**src/ormq_ram.sv**
```systemverilog
`timescale 1ns / 1ps
// ----------------------------------------------------------------------------
// ormq_ram
// Simple dual-port synchronous RAM, one write and one registered read port.
// ----------------------------------------------------------------------------
module ormq_ram #(
	parameter int WIDTH = 8,
	parameter int DEPTH = 16
) (
	input  logic                     clk,
	input  logic                     we,
	input  logic [$clog2(DEPTH)-1:0] waddr,
	input  logic [WIDTH-1:0]         wdata,
	input  logic                     re,
	input  logic [$clog2(DEPTH)-1:0] raddr,
	output logic [WIDTH-1:0]         rdata
);
	logic [WIDTH-1:0] mem [DEPTH];

	always_ff @(posedge clk) begin
		if (we) begin
			mem[waddr] <= wdata;
		end
	end

	// Hold read data until the next read.
	always_ff @(posedge clk) begin
		if (re) begin
			rdata <= mem[raddr];
		end
	end
endmodule

```
**config.mk**
```make
export PLATFORM = sky130hd
export DESIGN_NAME = ormq_ram
export DESIGN_NICKNAME = d
export VERILOG_FILES = /design/src/ormq_ram.sv
export SDC_FILE = /design/constraint.sdc
export NUM_CORES = 1
export LEC_CHECK = 0
export BUFFER_PORTS_ARGS = -buffer_cell sky130_fd_sc_hd__buf_2
export CAP_MARGIN = 20
export CORE_ASPECT_RATIO = 1.75
export CORE_UTILIZATION = 65
export DETAILED_ROUTE_END_ITERATION = 10
export MAX_ROUTING_LAYER = met4
export PLACE_DENSITY = 0.84
export SLEW_MARGIN = 20
export SYNTH_ARGS = -nofsm -noshare
export SYNTH_HDL_FRONTEND = slang
export SYNTH_SLANG_ARGS = --single-unit
```
**constraint.sdc**
```tcl
create_clock -name clk -period 4.9 [get_ports clk]
set_input_delay 0.245 -clock clk [delete_from_list [all_inputs] [get_ports clk]]
set_output_delay 0.245 -clock clk [all_outputs]
set_load 0.05 [all_outputs]
```
==> impl_results.md <==
- Comb power frac: 0.052
- Fin Setup TNS: 0 ns
- Worst path cell trace: buf_2, buf_16, mux4_1, a22oi_1, nand2_1
- Layout Area Growth over Synthesis: 13.5%
- Setup Buffers After CTS: 0
- Post-Syn Area: 5230 µm²
- Commonest non-fill, non-tap cell in the layout: edfxtp_1
- Register area share after synthesis: 0.781
- Internal: 2.03 mW
- Filler cell count in the final layout: 380
- CP Class: primary input to register
- Starting Density: 0.681
- Share of cells above drive strength 1: 0.248
- Reg2reg path depth: 3
- CP max FO: 17
- Cell taking the most area after synthesis: edfxtp_1
- Leak pwr: 1.98 nW
- Die width: 69.8 µm
- Post-CTS sizing: 0
- Register clock-pin slew on the reported worst setup and hold paths: 0.05 ns
- R2r endpoint: rdata[5]
- Worst EP arrival: 1.92 ns
- GR Util All Layers: 0.270
- Worst Max-Slew Pin Slew: 1.05 ns
- Drt total wl: 9910 µm
- Die area: 8420 µm²
- Max Freq: 569 MHz
- Psw: 508 µW
- Hold Crit Endpoint: rdata[1]
- Worst min path class: primary input to register
- CTS Sinks: 136
- Reg power frac: 0.519
- # DRC: 0
- Avg WL per Cell: 27.1 µm
- H-tree depth: 4
- Met2 Use GR: 0.418
- CTS tree: built
- Rows: 42
- Cts hold-fix bufs: 0
- CP endpoint kind: register
- PortBufs: 26
- Pwr/cell area: 428 nW/µm²
- Fin. max-slew vios: 0
- Clk buf depth: 2
- Hold_sp: re
- Ranking of synthesized cells by area: edfxtp_1 78%, mux4_2 7.8%, mux4_1 7.0%
- Reg-to-reg setup timing slack: 3.39 ns
- Rel. slew slack: 0.299
- Yosys top cell area share: 0.781
- First-pass GRT wire length: 15,000 µm
- Finish-stage setup viols: 0
- Switch share: 0.200
- Syn Area/Cell: 22.8 µm²
- Final hold violations: 0
- Startpoint Class: primary input
- Top Usage Layer GRT: met2
- Clock share of power: 0.428
- Worst skew pair latency: 0.41 ns
- Vias in the first global route: 2,602
- Layout net count: 287
- Root buffer cell: clkbuf_16
- Syn Inst Count: 229
- Overall power: 2.54 mW
- CTS Buf Count: 17
- Outcome: finished, final reports clean
- Worst r2r src: mem[1][5]
- GRT overflow: 0
- Synth Register Bits: 136
- Ant. Diodes: 0
- Unrepaired setup endpoints after global routing: false
- VDD IR max: 387 µV
- ANT nets after route: 0
- Initial DRC count: 252
- Vias per cell: 6.78
- Fin crit share: 0.358
- Met3 track demand over resource: 0.0750
- Worst EP required: 5.06 ns
- HPWL after detailed placement: 5860 µm
- Syn Nets: 248
- Met1 Use GR: 0.320
- Largest net degree at the start of global routing: 33
- Core ar.: 7670 µm²
- Final min period: 1.76 ns
- Count of cells along the worst hold path: 1
- Die H: 121 µm
- Via Count: 2,481
- CP max stage delay: 0.60 ns
- Initial antenna violation count: 0
- DRT Pass-1 Iters: 5
- Max cap viols: 0
- RePlAce Congestion: 0.748
- Commonest cells after routing, fill and taps aside: 136 x edfxtp_1, 26 x buf_2, 18 x mux4_2
- Synth Warn #: 0
- Ports: 27
- Worst path slowest cell: mux4_1
- Clk_skew: 0.00775 ns
- Netlist cell types: 18
-- how the worst max path moves through the flow --
stage,start,cells after the start,end
floorplan,waddr[2],2,mem[0][0]
global placement,raddr[0],4,rdata[5]
detailed placement,raddr[0],4,rdata[3]
CTS,raddr[0],4,rdata[3]
global route,raddr[0],5,rdata[5]
finish,raddr[0],5,rdata[5]
-- critical path, delay by kind of cell --
| kind | cells | cell delay [ns] |
|---|---|---|
| muxes | 1 | 0.60 |
| buffers and inverters | 2 | 0.73 |
| AOI/OAI and AO/OA | 1 | 0.26 |
| and+or+nand+nor | 1 | 0.08 |
-- metrics by stage --
stage,utilization,instance area [µm²],instances,hold slack (ns),setup WS [ns]
after global routing,0.773,5930,366,0.179,3.06
after global placement,0.704,5400,336,0.608,2.60
after detailed placement,0.705,5410,336,0.617,2.50
final,0.773,5930,366,0.190,3.14
after floorplan,-,5230,229,0.344,3.16
after CTS,0.770,5910,365,0.185,2.95
-- cell type report --
| class | count | area, µm² | share of cell area |
|---|---|---|---|
| multi-input combinational | 83 | 1060 | 0.179 |
| sequential | 136 | 4080 | 0.688 |
| timing repair buffer | 30 | 180 | 0.0304 |
| clock inverter | 9 | 61.3 | 0.0103 |
| clock buffer | 20 | 437 | 0.0736 |
| tap | 88 | 110 | 0.0186 |
-- registers in the layout (all words and copies together), names as in the netlist --
register  flops
mem         128
rdata         8
-- kinds of logic (layout without fill, tap and decap cells) --
group / count (synthesis) / in the layout / share of synthesized area
compound gates: 16 / 16 / 0.0230
flops: 136 / 136 / 0.781
mux: 32 / 32 / 0.148
simple gates: 35 / 35 / 0.0314
buf+inv: 10 / 59 / 0.0165
-- power groups by stage --
stage               Combinational (mW)  Sequential, mW  Clock, mW
floorplan                       0.0661            1.36          0
finish                           0.133            1.32       1.09
global placement                 0.123            1.34          0
global route                     0.142            1.32       1.14
detailed placement               0.129            1.34          0
CTS                              0.130            1.32       1.10
-- cell usage after synthesis --
cell	number
and2_1	1
buf_2	3
a22oi_1	16
and2b_1	1
nor3_1	4
mux4_2	18
clkdlybuf4s25_2	3
edfxtp_1	136
nand3_1	1
nor2_1	13
nand2_1	9
buf_6	3
buf_4	1
nand2b_1	2
nor2b_1	1
or3b_2	1
nand3b_1	2
mux4_1	14
-- per-layer routing --
layer	share of wire	wire, µm
met5	0	0
met4	0.039	391
met3	0.057	562
met2	0.53	5250
met1	0.37	3710
Power figures use the tool's default switching activity.
