===== src/ormq_pkg.sv =====
`timescale 1ns / 1ps
// ----------------------------------------------------------------------------
// ormq_pkg
// Types and constants shared by the overwriting message ring queue.
// ----------------------------------------------------------------------------
package ormq_pkg;

	// Ring geometry; the request and response field widths pin these.
	localparam int SLOTS      = 8;
	localparam int SLOT_BYTES = 512;

	localparam int SLOT_W   = $clog2(SLOTS);
	localparam int FILL_W   = $clog2(SLOT_BYTES + 1);
	localparam int ADDR_W   = $clog2(SLOTS * SLOT_BYTES);
	localparam int BYTE_W   = 8;
	localparam int OFFSET_W = 9;
	localparam int FLEN_W   = 10;
	localparam int TAIL_W   = 3;

	typedef enum logic [1:0] {
		CMD_APPEND = 2'd0,
		CMD_COMMIT = 2'd1,
		CMD_READ   = 2'd2,
		CMD_DROP   = 2'd3
	} cmd_t;

	typedef enum logic [2:0] {
		STAT_OK        = 3'd0,
		STAT_EMPTY     = 3'd1,
		STAT_TOO_LONG  = 3'd2,
		STAT_OVERWRITE = 3'd3,
		STAT_PAST_LEN  = 3'd4
	} status_t;

	typedef enum logic [1:0] {
		ST_IDLE,
		ST_EXEC,
		ST_LEN,
		ST_RESP
	} state_t;

	function automatic logic [SLOT_W-1:0] next_slot(input logic [SLOT_W-1:0] s);
		next_slot = (s == SLOT_W'(SLOTS - 1)) ? '0 : s + SLOT_W'(1);
	endfunction

endpackage


===== src/ormq_in_if.sv =====
`timescale 1ns / 1ps
// ----------------------------------------------------------------------------
// ormq_in_if
// Request channel: one byte or queue command per request.
// ----------------------------------------------------------------------------
interface ormq_in_if import ormq_pkg::*; ();
	logic                valid;
	logic                ready;
	cmd_t                command;
	logic [BYTE_W-1:0]   data_byte;
	logic [OFFSET_W-1:0] read_offset;

	modport source (output valid, command, data_byte, read_offset, input ready);
	modport sink   (input valid, command, data_byte, read_offset, output ready);
endinterface


===== src/ormq_out_if.sv =====
`timescale 1ns / 1ps
// ----------------------------------------------------------------------------
// ormq_out_if
// Response channel: status and queue view after each request.
// ----------------------------------------------------------------------------
interface ormq_out_if import ormq_pkg::*; ();
	logic              valid;
	logic              ready;
	status_t           status;
	logic [BYTE_W-1:0] read_byte;
	logic [FLEN_W-1:0] front_length;
	logic [TAIL_W-1:0] tail_index;
	logic              is_empty;
	logic              is_full;

	modport source (output valid, status, read_byte, front_length, tail_index,
		is_empty, is_full, input ready);
	modport sink   (input valid, status, read_byte, front_length, tail_index,
		is_empty, is_full, output ready);
endinterface


===== src/ormq_ctrl.sv =====
`timescale 1ns / 1ps
// ----------------------------------------------------------------------------
// ormq_ctrl
// Command sequencer: ring pointers, pending fill, memory access, response.
// ----------------------------------------------------------------------------
module ormq_ctrl import ormq_pkg::*; (
	input  logic               clk,
	input  logic               arst_n,
	ormq_in_if.sink            in_req,
	ormq_out_if.source         out_rsp,
	output logic               byte_we,
	output logic [ADDR_W-1:0]  byte_waddr,
	output logic [BYTE_W-1:0]  byte_wdata,
	output logic               byte_re,
	output logic [ADDR_W-1:0]  byte_raddr,
	input  logic [BYTE_W-1:0]  byte_rdata,
	output logic               len_we,
	output logic [SLOT_W-1:0]  len_waddr,
	output logic [FILL_W-1:0]  len_wdata,
	output logic               len_re,
	output logic [SLOT_W-1:0]  len_raddr,
	input  logic [FILL_W-1:0]  len_rdata
);
	state_t state_q, state_d;

	logic [SLOT_W-1:0]   head_q, tail_q, head_d, tail_d;
	logic [FILL_W-1:0]   fill_q, fill_d;
	logic                over_q, over_d;
	cmd_t                cmd_q;
	logic [BYTE_W-1:0]   byte_q;
	logic [OFFSET_W-1:0] off_q;
	status_t             status_q, status_d;

	logic                out_valid_q;
	logic                out_load;
	status_t             rsp_status;
	logic [BYTE_W-1:0]   rsp_byte;
	logic [FLEN_W-1:0]   rsp_flen;

	logic [SLOT_W-1:0]   wslot, fslot;
	logic                ring_empty, ring_full, off_past;

	assign wslot      = next_slot(tail_q);
	assign fslot      = next_slot(head_q);
	assign ring_empty = (head_q == tail_q);
	assign ring_full  = (wslot == head_q);
	assign off_past   = (FILL_W'(off_q) >= len_rdata) ||
		(FILL_W'(off_q) >= FILL_W'(SLOT_BYTES));

	// Next state.
	always_comb begin
		state_d = state_q;
		unique case (state_q)
			ST_IDLE: begin
				if (in_req.valid) state_d = ST_EXEC;
			end
			ST_EXEC: state_d = ST_LEN;
			ST_LEN:  state_d = ST_RESP;
			ST_RESP: begin
				if (out_load) state_d = ST_IDLE;
			end
			default: state_d = ST_IDLE;
		endcase
	end

	// Outputs: memory accesses and queue updates.
	always_comb begin
		head_d     = head_q;
		tail_d     = tail_q;
		fill_d     = fill_q;
		over_d     = over_q;
		status_d   = status_q;
		byte_we    = 1'b0;
		byte_waddr = ADDR_W'(wslot) * ADDR_W'(SLOT_BYTES) + ADDR_W'(fill_q);
		byte_wdata = byte_q;
		byte_re    = 1'b0;
		byte_raddr = ADDR_W'(fslot) * ADDR_W'(SLOT_BYTES) + ADDR_W'(off_q);
		len_we     = 1'b0;
		len_waddr  = wslot;
		len_wdata  = fill_q;
		len_re     = (state_q == ST_LEN);
		len_raddr  = fslot;
		if (state_q == ST_EXEC) begin
			status_d = STAT_OK;
			unique case (cmd_q)
				CMD_APPEND: begin
					if (fill_q < FILL_W'(SLOT_BYTES)) begin
						byte_we = 1'b1;
						fill_d  = fill_q + FILL_W'(1);
					end else begin
						over_d = 1'b1;
					end
				end
				CMD_COMMIT: begin
					if (over_q) begin
						status_d = STAT_TOO_LONG;
					end else begin
						if (ring_full) begin
							status_d = STAT_OVERWRITE;
							head_d   = fslot;
						end
						len_we = 1'b1;
						tail_d = wslot;
					end
					fill_d = '0;
					over_d = 1'b0;
				end
				CMD_READ: begin
					byte_re = !ring_empty && (FILL_W'(off_q) < FILL_W'(SLOT_BYTES));
				end
				CMD_DROP: begin
					if (ring_empty) begin
						status_d = STAT_EMPTY;
					end else begin
						head_d = fslot;
					end
				end
				default: ;
			endcase
		end
	end

	// Response fields, formed once the front length is back.
	always_comb begin
		rsp_status = status_q;
		rsp_byte   = '0;
		rsp_flen   = ring_empty ? '0 : FLEN_W'(len_rdata);
		if (cmd_q == CMD_READ) begin
			if (ring_empty) begin
				rsp_status = STAT_EMPTY;
			end else if (off_past) begin
				rsp_status = STAT_PAST_LEN;
			end else begin
				rsp_status = STAT_OK;
				rsp_byte   = byte_rdata;
			end
		end
	end

	assign out_load     = (state_q == ST_RESP) && (!out_valid_q || out_rsp.ready);
	assign in_req.ready = (state_q == ST_IDLE);

	always_ff @(posedge clk or negedge arst_n) begin
		if (!arst_n) begin
			state_q     <= ST_IDLE;
			head_q      <= '0;
			tail_q      <= '0;
			fill_q      <= '0;
			over_q      <= 1'b0;
			out_valid_q <= 1'b0;
		end else begin
			state_q <= state_d;
			head_q  <= head_d;
			tail_q  <= tail_d;
			fill_q  <= fill_d;
			over_q  <= over_d;
			if (out_load) begin
				out_valid_q <= 1'b1;
			end else if (out_rsp.ready) begin
				out_valid_q <= 1'b0;
			end
		end
	end

	always_ff @(posedge clk) begin
		if (in_req.valid && in_req.ready) begin
			cmd_q  <= in_req.command;
			byte_q <= in_req.data_byte;
			off_q  <= in_req.read_offset;
		end
		status_q <= status_d;
		if (out_load) begin
			out_rsp.status       <= rsp_status;
			out_rsp.read_byte    <= rsp_byte;
			out_rsp.front_length <= rsp_flen;
			out_rsp.tail_index   <= TAIL_W'(tail_q);
			out_rsp.is_empty     <= ring_empty;
			out_rsp.is_full      <= ring_full;
		end
	end

	assign out_rsp.valid = out_valid_q;
endmodule


===== src/flat_wrapper.sv =====
// flat-port wrapper written by rule: the top's interface ports become plain ports
module ormq_ctrl_flat import ormq_pkg::*;
  (clk, arst_n, byte_we, byte_waddr, byte_wdata, byte_re, byte_raddr, byte_rdata, len_we, len_waddr, len_wdata, len_re, len_raddr, len_rdata, in_req_valid, in_req_command, in_req_data_byte, in_req_read_offset, in_req_ready, out_rsp_valid, out_rsp_status, out_rsp_read_byte, out_rsp_front_length, out_rsp_tail_index, out_rsp_is_empty, out_rsp_is_full, out_rsp_ready);
  ormq_in_if in_req_i ();
  ormq_out_if out_rsp_i ();
  input  logic clk;
  input  logic arst_n;
  output logic byte_we;
  output logic [ADDR_W-1:0] byte_waddr;
  output logic [BYTE_W-1:0] byte_wdata;
  output logic byte_re;
  output logic [ADDR_W-1:0] byte_raddr;
  input  logic [BYTE_W-1:0] byte_rdata;
  output logic len_we;
  output logic [SLOT_W-1:0] len_waddr;
  output logic [FILL_W-1:0] len_wdata;
  output logic len_re;
  output logic [SLOT_W-1:0] len_raddr;
  input  logic [FILL_W-1:0] len_rdata;
  input wire logic [$bits(in_req_i.valid)-1:0] in_req_valid;
  input wire logic [$bits(in_req_i.command)-1:0] in_req_command;
  input wire logic [$bits(in_req_i.data_byte)-1:0] in_req_data_byte;
  input wire logic [$bits(in_req_i.read_offset)-1:0] in_req_read_offset;
  output wire logic [$bits(in_req_i.ready)-1:0] in_req_ready;
  output wire logic [$bits(out_rsp_i.valid)-1:0] out_rsp_valid;
  output wire logic [$bits(out_rsp_i.status)-1:0] out_rsp_status;
  output wire logic [$bits(out_rsp_i.read_byte)-1:0] out_rsp_read_byte;
  output wire logic [$bits(out_rsp_i.front_length)-1:0] out_rsp_front_length;
  output wire logic [$bits(out_rsp_i.tail_index)-1:0] out_rsp_tail_index;
  output wire logic [$bits(out_rsp_i.is_empty)-1:0] out_rsp_is_empty;
  output wire logic [$bits(out_rsp_i.is_full)-1:0] out_rsp_is_full;
  input wire logic [$bits(out_rsp_i.ready)-1:0] out_rsp_ready;
  assign in_req_i.valid = in_req_valid;
  assign in_req_i.command = in_req_command;
  assign in_req_i.data_byte = in_req_data_byte;
  assign in_req_i.read_offset = in_req_read_offset;
  assign in_req_ready = in_req_i.ready;
  assign out_rsp_valid = out_rsp_i.valid;
  assign out_rsp_status = out_rsp_i.status;
  assign out_rsp_read_byte = out_rsp_i.read_byte;
  assign out_rsp_front_length = out_rsp_i.front_length;
  assign out_rsp_tail_index = out_rsp_i.tail_index;
  assign out_rsp_is_empty = out_rsp_i.is_empty;
  assign out_rsp_is_full = out_rsp_i.is_full;
  assign out_rsp_i.ready = out_rsp_ready;
  ormq_ctrl u_core (.clk(clk), .arst_n(arst_n), .in_req(in_req_i), .out_rsp(out_rsp_i), .byte_we(byte_we), .byte_waddr(byte_waddr), .byte_wdata(byte_wdata), .byte_re(byte_re), .byte_raddr(byte_raddr), .byte_rdata(byte_rdata), .len_we(len_we), .len_waddr(len_waddr), .len_wdata(len_wdata), .len_re(len_re), .len_raddr(len_raddr), .len_rdata(len_rdata));
endmodule

===== config.mk =====
export PLATFORM = sky130hd
export DESIGN_NAME = ormq_ctrl_flat
export DESIGN_NICKNAME = d
export VERILOG_FILES = /design/src/ormq_pkg.sv /design/src/ormq_in_if.sv /design/src/ormq_out_if.sv /design/src/ormq_ctrl.sv /design/src/flat_wrapper.sv
export SDC_FILE = /design/constraint.sdc
export NUM_CORES = 1
export LEC_CHECK = 0
export BUFFER_PORTS_ARGS = -buffer_cell sky130_fd_sc_hd__buf_4
export CORE_UTILIZATION = 35
export CTS_BUF_LIST = sky130_fd_sc_hd__clkbuf_4 sky130_fd_sc_hd__clkbuf_8
export CTS_CLUSTER_SIZE = 14
export DETAILED_ROUTE_END_ITERATION = 10
export PLACE_DENSITY_LB_ADDON = 0.08
export SLEW_MARGIN = 20
export SYNTH_ARGS = -nofsm -noshare
export SYNTH_HDL_FRONTEND = slang
export SYNTH_SLANG_ARGS = --single-unit

===== constraint.sdc =====
create_clock -name clk -period 1.86 [get_ports clk]
set_clock_uncertainty 0.05 [all_clocks]
set_input_delay 0.186 -clock clk [delete_from_list [all_inputs] [get_ports clk]]
set_output_delay 0.186 -clock clk [all_outputs]
set_load 0.05 [all_outputs]

==> qor.yml, run 1 <==
power:
  clkPwrFrac_pct: 14.6
  p_leak_nw: 2.29
  p_seq_share_pct: 25.4
  powerDensity_nw_per_um2: 1850
  p_sw_mw: 4.21
  p_int_mw: 5.21
  pwr-share-comb_pct: 60.0
  p_total_mw: 9.42
  ir_worst_vdd_mv: 1.14
  switching_share_pct: 44.7
sta:
  fmax_ghz: 0.529
  rsz0062_at_grt: "yes"
  final_hold_viol_count: 0
  post-route-period-util_pct: 102
  tightest_slew_ns: 0.386
  relSlewSlack_pct: 74.3
  finalSetupViolations: 4
  drv_slew: 0
  period_needed_ns: 1.89
  setup_ws_ns: -0.0299
clock_network:
  clock_latency_ns: 0.35
  numCtsBuffers: 9
  cts_tree: "done"
  root_buffer: "clkbuf_8"
  clk_pin_slew_ns: 0.08
  clockBufferDepth: 2
  clock-sinks: 67
  cts-htree-levels: 3
layout:
  mostFrequentLayoutCell: "buf_4"
  nNetsFinal: 472
  syn2layout_area_growth_pct: 65.4
  final_cell_area_sq_um: 5080
  diodes: 0
  drive_above_1_share_pct: 52.4
  layout_common_cells: "buf_4 (136), edfxtp_1 (47), nor2_1 (28)"
placement:
  dpl.hpwl_microns: 4830
  gp_congestion: 0.749
  placedInstanceArea_sq_um: 4230
  io_buffer_count: 120
routing:
  vias_per_cell: 4.49
  vias: 2340
  avgRoutedWirePerCell_microns: 13.8
  ant_nets: 0
  drt_iter0_drc: 72
  drcViolationCount: 0
  routed_wl_microns: 7170
  drtPass1Iterations: 4
die:
  die_h_microns: 95.7
  die_w_microns: 95.7
  initial_utilization_pct: 36.9
  die_area_sq_um: 9160
  io-pin-count: 121
  core_area_sq_um: 8340
  row_count: 33
global_route:
  grt_first_pass_wirelength_microns: 11000
  grt.overflow.total: 0
  grt_max_degree: 27
  grt_pass1_vias: 2322
  grt.total_usage_pct: 16.4
  antenna_found_initial: 0
synthesis:
  synth_cell_types: 41
  ys_seq_area_share_pct: 62.2
  yosys_warnings: 0
  syn_area_per_cell_sq_um: 13.0
  synth_nets: 298
  syn_area_sq_um: 3070
  synth_ff_type: "edfxtp_1"
  syn_inst: 237
  ys_ff_latch: 67
  async_flop_share_pct: 29.9
  synth_top_area_share_pct: 45.9
  synth.top_cells.by_area: "edfxtp_1 (46%), dfrtp_1 (16%), ha_1 (8.1%), nor2_1 (3.8%), buf_4 (2.9%)"
  synth_largest_area_cell: "edfxtp_1"
  synth_edf_count: 47
hold_path:
  min-delay-start: "out_rsp_ready"
  whs_endpoint: "u_core.out_rsp.valid"
  hold_class: "primary input to flip-flop"
  whs_path_depth: 3
run_status:
  violations: "negative setup slack"
  status: "finished, violations left"
worst_setup_path:
  cp.required_ns: 1.62
  crit_path_end_kind: "output port"
  r2r_slack_ns: 0.02
  cp_cell_sequence: "ha_4 > ha_4 > buf_6 > xor2_4 > buf_6"
  worst-path-buf-inv: 2
  max_stage_delay_ns: 0.42
  reg2reg_from: "u_core.tail_q[1]"
  critPathSlowestCell: "dfrtp_1"
  worstPathMaxFanout: 3
  crit_arrival_ns: 1.65
  path_delay_family: "adder cells"
  worst-path-stages: 5
  path_class: "flip-flop to output port"
  startpoint: "u_core.tail_q[0]"
  r2r_cells: 6
  r2r_end: "u_core.head_q[0]"
  cp-start-kind: "flip-flop"
run:
  cap_violations: 0
## Yosys cell counts (2+ instances only)
library cell	n
a21oi_1	7
a22oi_1	2
and2_1	7
and2_2	2
and3_1	2
and4_1	2
buf_4	12
dfrtp_1	20
edfxtp_1	47
ha_1	20
inv_1	14
mux2_2	5
nand2_1	19
nand2b_1	4
nand3_1	2
nor2_1	31
nor2b_1	2
o21ai_0	4
xnor2_1	5
xor2_1	9
## flip-flops by register name (all words and copies together), names as in the netlist, 2 cells and up
register,count
u_core.out_rsp.status,3
u_core.head_q,3
u_core.state_q,2
u_core.cmd_q,2
u_core.out_rsp.front_length,10
u_core.out_rsp.read_byte,8
u_core.byte_wdata,8
u_core.out_rsp.tail_index,3
u_core.len_wdata,10
u_core.tail_q,3
u_core.status_q,2
u_core.off_q,9
## through the flow
step	cells	TNS [ns]	util [%]	hold WS (ns)	setup WS, ns
floorplan	237	-0.830	-	-0.160	-0.214
global placement	466	0	50.7	0.0362	0.00943
detailed placement	466	-0.0146	50.7	0.0358	-0.0146
CTS	516	-0.0570	59.3	0.0669	-0.0288
global route	521	-0.703	61.0	0.0733	-0.109
finish	521	-0.0736	61.0	0.0795	-0.0299
## per-layer routing
metal | vias to the layer above | global-route usage (%) | routed length, microns
met5 | - | 0 | 0
met4 | 0 | 6.22 | 86
met3 | 10 | 6.16 | 472
met2 | 73 | 25.6 | 3460
met1 | 1100 | 20.6 | 3150
li1 | 1157 | - | -
## layout make-up
cell class	count	area, sq um
Clock buffer	9	124
Clock inverter	7	101
Fill cell	710	3260
Inverter	15	56.3
Multi-Input combinational cell	141	1260
Sequential cell	67	1910
Tap cell	105	131
Timing Repair Buffer	177	1500
## how the worst max path moves through the flow
stage	slack (ns)	end
5_1_grt	-0.11	byte_waddr[11]
4_1_cts	-0.03	byte_re
6_report	-0.03	byte_waddr[11]
2_1_floorplan	-0.21	u_core.head_q[0]
3_5_place_dp	-0.01	u_core.head_q[0]
3_3_place_gp	0.009	u_core.head_q[0]
## power groups by stage
stage	clock network (mW)	registers [mW]	logic, mW
after floorplan	0	3.35	2.30
after global placement	0	2.39	4.61
after detailed placement	0	2.40	4.64
after CTS	1.41	2.39	5.29
after global routing	1.48	2.44	5.99
final	1.38	2.39	5.66
## cell families after synthesis
kind of cell / share of synthesized area (%)
AOI/OAI and AO/OA: 4.56
xor gates and xnor gates: 3.99
adders and majority gates: 8.14
buffers and inverters: 5.25
DFF: 62.2
muxes: 1.83
and+or+nand+nor: 14.0
## worst reg2reg max path, stage by stage, from the launching register on
cell and delay, ns:
dfrtp_1 0.42, ha_4 0.29, buf_4 0.10, xor2_1 0.25, nor3_4 0.09, a21oi_4 0.20
mux2_4 0.32
## timing repair
| action | 4_1_cts | 5_1_grt |
|---|---|---|
| setup endpoints to repair | 12 | 25 |
| hold buffers | 20 | 0 |
| gates resized for setup | 38 | 22 |
| buffers inserted | 14 | 5 |
| pin swaps | 8 | 6 |
| endpoints found under the hold margin | 39 | 0 |
Power figures use the tool's default switching activity.
==> inputs of run 2 (changes only) <==
--- a/config.mk
+++ b/config.mk
@@ -6,6 +6,7 @@
 export NUM_CORES = 1
 export LEC_CHECK = 0
 export BUFFER_PORTS_ARGS = -buffer_cell sky130_fd_sc_hd__buf_4
+export CAP_MARGIN = 20
 export CORE_UTILIZATION = 35
 export CTS_BUF_LIST = sky130_fd_sc_hd__clkbuf_4 sky130_fd_sc_hd__clkbuf_8
 export CTS_CLUSTER_SIZE = 14
==> constraint.sdc (replaced) <==
create_clock -name clk -period 2.2 [get_ports clk]
set_clock_uncertainty 0.05 [all_clocks]
set_input_delay 0.22 -clock clk [delete_from_list [all_inputs] [get_ports clk]]
set_output_delay 0.22 -clock clk [all_outputs]
set_load 0.05 [all_outputs]
==> run 2 against run 1 <==
  * The run now ends clean
  * Count of clock-buffer cells in the layout up 1
  * Largest cell class unchanged
  * Die area unchanged
  * Critical endpoint is now len_we
  * Global-route usage fell by 1.3 points
  * Clock power is 20% lower
  * Largest power group unchanged
  * Cell area shrank 12%
  * Non-clock buffer count fell by 28
  * Final cell count decreased by 5.4%
  * Combinational power down 37%
==> qor.yml, run 2 (synthesis gave the netlist of run 1 again) <==
die:
  io-pin-count: 121  # unchanged
  row_count: 33  # unchanged
  die_area_sq_um: 9160  # unchanged
  die_w_microns: 95.7  # unchanged
  die_h_microns: 95.7  # unchanged
  initial_utilization_pct: 36.9  # unchanged
  core_area_sq_um: 8340  # unchanged
sta:
  finalSetupViolations: 0  # was 4
  setup_ws_ns: 0.140  # was -0.0299 ns
  post-route-period-util_pct: 93.6
  tightest_slew_ns: 0.643  # was 0.386 ns
  hold_ws_ns: 0.129  # was 0.0795 ns
  finalSetupTns_ns: 0  # was -0.0736 ns
  final_hold_viol_count: 0  # unchanged
  period_needed_ns: 2.06
  fmax_ghz: 0.485
  relSlewSlack_pct: 57.1  # was 74.3%
  drv_slew: 0  # unchanged
global_route:
  grt_max_degree: 27  # unchanged
  grt.overflow.total: 0  # unchanged
  grt_first_pass_wirelength_microns: 10000  # was 11000 microns
  grt_pass1_vias: 2159  # was 2322
  grt.total_usage_pct: 15.0  # was 16.4%
  antenna_found_initial: 0  # unchanged
clock_network:
  numCtsBuffers: 9  # unchanged
  clk_pin_slew_ns: 0.07  # was 0.08 ns
  clock-sinks: 67  # unchanged
  cts-htree-levels: 3  # unchanged
  cts_tree: "done"  # unchanged
  clock_latency_ns: 0.33  # was 0.35 ns
  root_buffer: "clkbuf_8"  # unchanged
  clockBufferDepth: 2  # unchanged
power:
  clkPwrFrac_pct: 16.4  # was 14.6%
  p_seq_share_pct: 30.1  # was 25.4%
  p_leak_nw: 2.08  # was 2.29 nW
  ir_worst_vdd_mv: 0.775  # was 1.14 mV
  switching_share_pct: 46.8  # was 44.7%
  p_int_mw: 3.55  # was 5.21 mW
  powerDensity_nw_per_um2: 1480  # was 1850 nW/um^2
  p_sw_mw: 3.13  # was 4.21 mW
  p_total_mw: 6.68  # was 9.42 mW
  pwr-share-comb_pct: 53.5  # was 60.0%
placement:
  dpl.hpwl_microns: 4640  # was 4830 microns
  placedInstanceArea_sq_um: 4060  # was 4230 sq um
  place_ws_ns: 0.193  # was -0.0146 ns
  io_buffer_count: 120  # unchanged
  gp_congestion: 0.766  # was 0.749
  placedCellCount: 454  # was 466
layout:
  utilization_pct: 53.9  # was 61.0%
  final_cell_area_sq_um: 4500  # was 5080 sq um
  layout_common_cells: "buf_4 (129), edfxtp_1 (47), nor2_1 (30)"  # was buf_4 (136), edfxtp_1 (47), nor2_1 (28)
  drive_above_1_share_pct: 42.0  # was 52.4%
  diodes: 0  # unchanged
  mostFrequentLayoutCell: "buf_4"  # unchanged
  fillCellCount: 760  # was 710
  syn2layout_area_growth_pct: 46.3  # was 65.4%
  nNetsFinal: 444  # was 472
  stdcell_count: 493  # was 521
routing:
  vias_per_cell: 4.50  # was 4.49
  top_layer_used: "met4"  # unchanged
  wl_met1_microns: 2780  # was 3150 microns
  drtPass1Iterations: 4  # unchanged
  avgRoutedWirePerCell_microns: 13.1  # was 13.8 microns
  met3_length_microns: 453  # was 472 microns
  vias: 2217  # was 2340
  drt_iter0_drc: 48  # was 72
  ant_nets: 0  # unchanged
  drcViolationCount: 0  # unchanged
  routed-wl-met2_microns: 3040  # was 3460 microns
  routed_wl_microns: 6440  # was 7170 microns
worst_setup_path:
  worst-path-buf-inv: 2  # unchanged
  crit_path_end_kind: "output port"  # unchanged
  path_class: "flip-flop to output port"  # unchanged
  cp_cell_sequence: "inv_1 > ha_1 > nor2b_2 > and2_1 > nor2b_4 > buf_4"  # was ha_4 > ha_4 > buf_6 > xor2_4 > buf_6
  path_delay_family: "simple AND/OR/NAND/NOR gates"  # was adder cells
  cp.required_ns: 1.93  # was 1.62 ns
  worstPathMaxFanout: 4  # was 3
  crit_arrival_ns: 1.79  # was 1.65 ns
  max_stage_delay_ns: 0.40  # was 0.42 ns
  critPathSlowestCell: "dfrtp_1"  # unchanged
  cp-start-kind: "flip-flop"  # unchanged
hold_path:
  hold_class: "primary input to flip-flop"  # unchanged
run:
  cap_violations: 0  # unchanged
run_status:
  status: "finished clean"  # was finished, violations left
[run 2: changes by cell type in the layout (fill, tap and decap cells not counted), sizes merged]
cell      change
clkbuf        +1
clkinv        +1
buf          -28
clkinvlp      -1
inv           -1
[run 2: power groups by stage]
stage	registers (mW)	clock network (mW)	logic, mW
4_1_cts	2.02	1.13	3.61
6_report	2.01	1.10	3.57
3_3_place_gp	2.03	0	3.56
5_1_grt	2.06	1.19	3.80
3_5_place_dp	2.04	0	3.57
2_1_floorplan	2.82	0	1.84
[run 2: metal layers]
metal  vias to the layer above  GRT usage, %
li1                       1103             -
met1                      1024          18.0
met2                        77          24.0
met3                        13          4.34
met4                         0          8.71
met5                         -             0
[run 2: layout make-up]
type / instances / area [sq um] / share of cell area [%]
tap: 105 / 131 / 2.92
sequential: 67 / 1910 / 42.5
multi-input combinational: 141 / 1020 / 22.6
inverter: 15 / 56.3 / 1.25
clock inverter: 6 / 80.1 / 1.78
timing repair buffer: 149 / 1170 / 26.0
clock buffer: 10 / 131 / 2.92
[run 2: final timing paths]
| check | start | to | slack [ns] | cells after the start |
|---|---|---|---|---|
| worst min-delay path | out_rsp_ready | u_core.out_rsp.valid | 0.13 | 3 |
| worst max register to register | u_core.tail_q[1] | u_core.head_q[2] | 0.21 | 6 |
| worst min register to register | u_core.status_q[1] | u_core.out_rsp.status[1] | 0.47 | 1 |
| max in group asynchronous | arst_n | u_core.out_rsp.valid | 1.63 | 2 |
| min in group asynchronous | arst_n | u_core.tail_q[2] | 0.25 | 2 |
| worst max-delay path | u_core.state_q[1] | len_we | 0.14 | 6 |
[run 2: worst register-to-register path, delay by kind of cell, from the launching register on]
family          cells  cell delay (ns)
fa+ha+maj           2             0.58
flops               1             0.42
mux                 1             0.34
xor+xnor            1             0.24
compound gates      1             0.17
simple gates        1             0.09
[run 2: timing repair]
action                     CTS  global route
setup endpoints to repair    0             1
hold endpoints to repair    39             0
setup buffers                0             3
hold buffers                20             0
gates resized for setup      0             0
==> inputs of run 3 (changes only) <==
--- a/config.mk
+++ b/config.mk
@@ -7,11 +7,13 @@
 export LEC_CHECK = 0
 export BUFFER_PORTS_ARGS = -buffer_cell sky130_fd_sc_hd__buf_4
 export CAP_MARGIN = 20
+export CELL_PAD_IN_SITES_DETAIL_PLACEMENT = 0
+export CELL_PAD_IN_SITES_GLOBAL_PLACEMENT = 1
 export CORE_UTILIZATION = 35
 export CTS_BUF_LIST = sky130_fd_sc_hd__clkbuf_4 sky130_fd_sc_hd__clkbuf_8
 export CTS_CLUSTER_SIZE = 14
 export DETAILED_ROUTE_END_ITERATION = 10
-export PLACE_DENSITY_LB_ADDON = 0.08
+export PLACE_DENSITY = 0.81
 export SLEW_MARGIN = 20
 export SYNTH_ARGS = -nofsm -noshare
 export SYNTH_HDL_FRONTEND = slang
==> run 3 against run 2 <==
  * Count of clock-buffer cells in the layout grew 1
  * Clock power shrank 7%
  * First-iteration DRC count grew 13%
  * Global-route usage grew 1.5 points
  * Routed wire length grew 9.9%
  * Final cell count is the same
  * Hold slack lost 0.0081 ns
  * Register-to-register slack lost 0.05 ns
  * Combinational power grew 1%
  * Sequential cell count is the same
  * Critical path depth is the same
  * Largest cell class unchanged
  * Largest power group unchanged
  * Highest routed layer unchanged
==> qor.yml, run 3 (synthesis gave the netlist of run 1 again) <==
run_status:
  status: "finished clean"  # unchanged
routing:
  drt_iter0_drc: 54  # was 48
  vias_per_cell: 4.52  # was 4.50
  vias: 2230  # was 2217
  avgRoutedWirePerCell_microns: 14.4  # was 13.1 microns
  routed_wl_microns: 7080  # was 6440 microns
  drtPass1Iterations: 4  # unchanged
  drcViolationCount: 0  # unchanged
  ant_nets: 0  # unchanged
worst_setup_path:
  cp.required_ns: 2.37  # was 1.93 ns
  path_class: "flip-flop to flip-flop"  # was flip-flop to output port
  crit_arrival_ns: 2.22  # was 1.79 ns
  r2r_slack_ns: 0.16  # was 0.21 ns
  reg2reg_from: "u_core.tail_q[1]"  # unchanged
  startpoint: "u_core.tail_q[1]"  # was u_core.state_q[1]
  r2r_end: "u_core.head_q[1]"  # was u_core.head_q[2]
  crit_path_end_kind: "flip-flop"  # was output port
  crit_end: "u_core.head_q[1]"  # was len_we
  worstPathMaxFanout: 4  # unchanged
  r2r_cells: 6  # unchanged
  cp-start-kind: "flip-flop"  # unchanged
layout:
  layout_common_cells: "buf_4 (129), edfxtp_1 (47), nor2_1 (30)"  # unchanged
  drive_above_1_share_pct: 42.5  # was 42.0%
  syn2layout_area_growth_pct: 45.9  # was 46.3%
  nNetsFinal: 444  # unchanged
  mostFrequentLayoutCell: "buf_4"  # unchanged
  diodes: 0  # unchanged
  utilization_pct: 53.8  # was 53.9%
sta:
  finalSetupViolations: 0  # unchanged
  final_hold_viol_count: 0  # unchanged
  period_needed_ns: 2.04  # was 2.06 ns
  rsz0062_at_grt: "no"
  drv_slew: 0  # unchanged
  post-route-period-util_pct: 92.8  # was 93.6%
  tightest_slew_ns: 0.337  # was 0.643 ns
  relSlewSlack_pct: 77.5  # was 57.1%
  hold_ws_ns: 0.121  # was 0.129 ns
  finalSetupTns_ns: 0  # unchanged
  fmax_ghz: 0.490  # was 0.485 GHz
clock_network:
  cts_tree: "done"  # unchanged
  clk_pin_slew_ns: 0.07  # about the same
  clock_latency_ns: 0.33  # about the same
  clockBufferDepth: 2  # unchanged
  root_buffer: "clkbuf_8"  # unchanged
  cts-htree-levels: 3  # unchanged
  numCtsBuffers: 9  # unchanged
  cts_resized: 0  # unchanged
  clock-sinks: 67  # unchanged
power:
  ir_worst_vdd_mv: 0.894  # was 0.775 mV
  powerDensity_nw_per_um2: 1480  # about the same
  p_int_mw: 3.47  # was 3.55 mW
  p_seq_share_pct: 30.3  # was 30.1%
  switching_share_pct: 47.8  # was 46.8%
  p_sw_mw: 3.17  # was 3.13 mW
  p_leak_nw: 2.07  # was 2.08 nW
  clkPwrFrac_pct: 15.3  # was 16.4%
  pwr-share-comb_pct: 54.3  # was 53.5%
global_route:
  grt_max_degree: 27  # unchanged
  grt.total_usage_pct: 16.5  # was 15.0%
  grt.overflow.total: 0  # unchanged
  grt_first_pass_wirelength_microns: 11100  # was 10000 microns
  grt_pass1_vias: 2279  # was 2159
  antenna_found_initial: 0  # unchanged
die:
  die_w_microns: 95.7  # unchanged
  initial_utilization_pct: 36.9  # unchanged
  row_count: 33  # unchanged
  die_area_sq_um: 9160  # unchanged
  io-pin-count: 121  # unchanged
  core_area_sq_um: 8340  # unchanged
  die_h_microns: 95.7  # unchanged
hold_path:
  hold_class: "primary input to flip-flop"  # unchanged
run:
  cap_violations: 0  # unchanged
placement:
  gp_congestion: 0.781  # was 0.766
  io_buffer_count: 120  # unchanged
  dpl.hpwl_microns: 5170  # was 4640 microns
==> run 3: repair_timing <==
item,in CTS,in global routing
endpoints found under the setup margin,0,1
hold endpoints to repair,37,2
hold buffers,18,2
setup buffers,0,2
==> run 3: power groups by stage <==
stage | Sequential (mW) | Combinational, mW | Clock, mW
6_report | 2.02 | 3.61 | 1.02
4_1_cts | 2.02 | 3.64 | 1.04
3_5_place_dp | 2.05 | 3.61 | 0
2_1_floorplan | 2.82 | 1.84 | 0
3_3_place_gp | 2.02 | 3.55 | 0
5_1_grt | 2.06 | 3.85 | 1.10
==> run 3: layout make-up <==
class                      count  area (sq um)
clock buffer                  11           145
clock inverter                 5          52.6
fill                         715          3860
inverter                      15          56.3
multi-input combinational    141          1020
sequential                    67          1910
tap                          105           131
timing repair buffer         149          1170
==> run 3: worst max-delay path, cell delays in order (launching register included) <==
cell and delay [ns]:
dfrtp_1 0.42, ha_1 0.21, ha_2 0.38, xor2_1 0.25, nor3_4 0.08, a21oi_4 0.17, mux2_2 0.35
==> run 3: worst min path at each step <==
stage                                   start                     endpoint  slack [ns]  cells past startpoint
final                           out_rsp_ready         u_core.out_rsp.valid        0.12                      3
after global routing            byte_rdata[0]  u_core.out_rsp.read_byte[0]        0.11                      3
after detailed placement               arst_n          u_core.len_wdata[5]        0.07                      1
after global placement                 arst_n          u_core.len_wdata[5]        0.06                      1
after floorplan                        arst_n             u_core.head_q[0]       -0.13                      0
after CTS                 in_req_data_byte[7]         u_core.byte_wdata[7]      0.0001                      1
==> run 3: per-layer routing <==
metal,up-vias,global-route usage [%],wire [microns]
met3,9,4.42,415
li1,1098,-,-
met2,73,30.1,3720
met5,-,0,0
met1,1050,18.3,2850
met4,0,6.59,88
==> run 3: stage by stage <==
step	power (mW)	instance area, sq um	std cells	worst slack (ns)
3_3_place_gp	5.58	4070	455	0.239
2_1_floorplan	4.66	3090	237	0.0128
3_5_place_dp	5.66	4070	455	0.166
4_1_cts	6.71	4450	489	0.0528
5_1_grt	7.01	4480	493	0.00785
6_report	6.65	4480	493	0.159
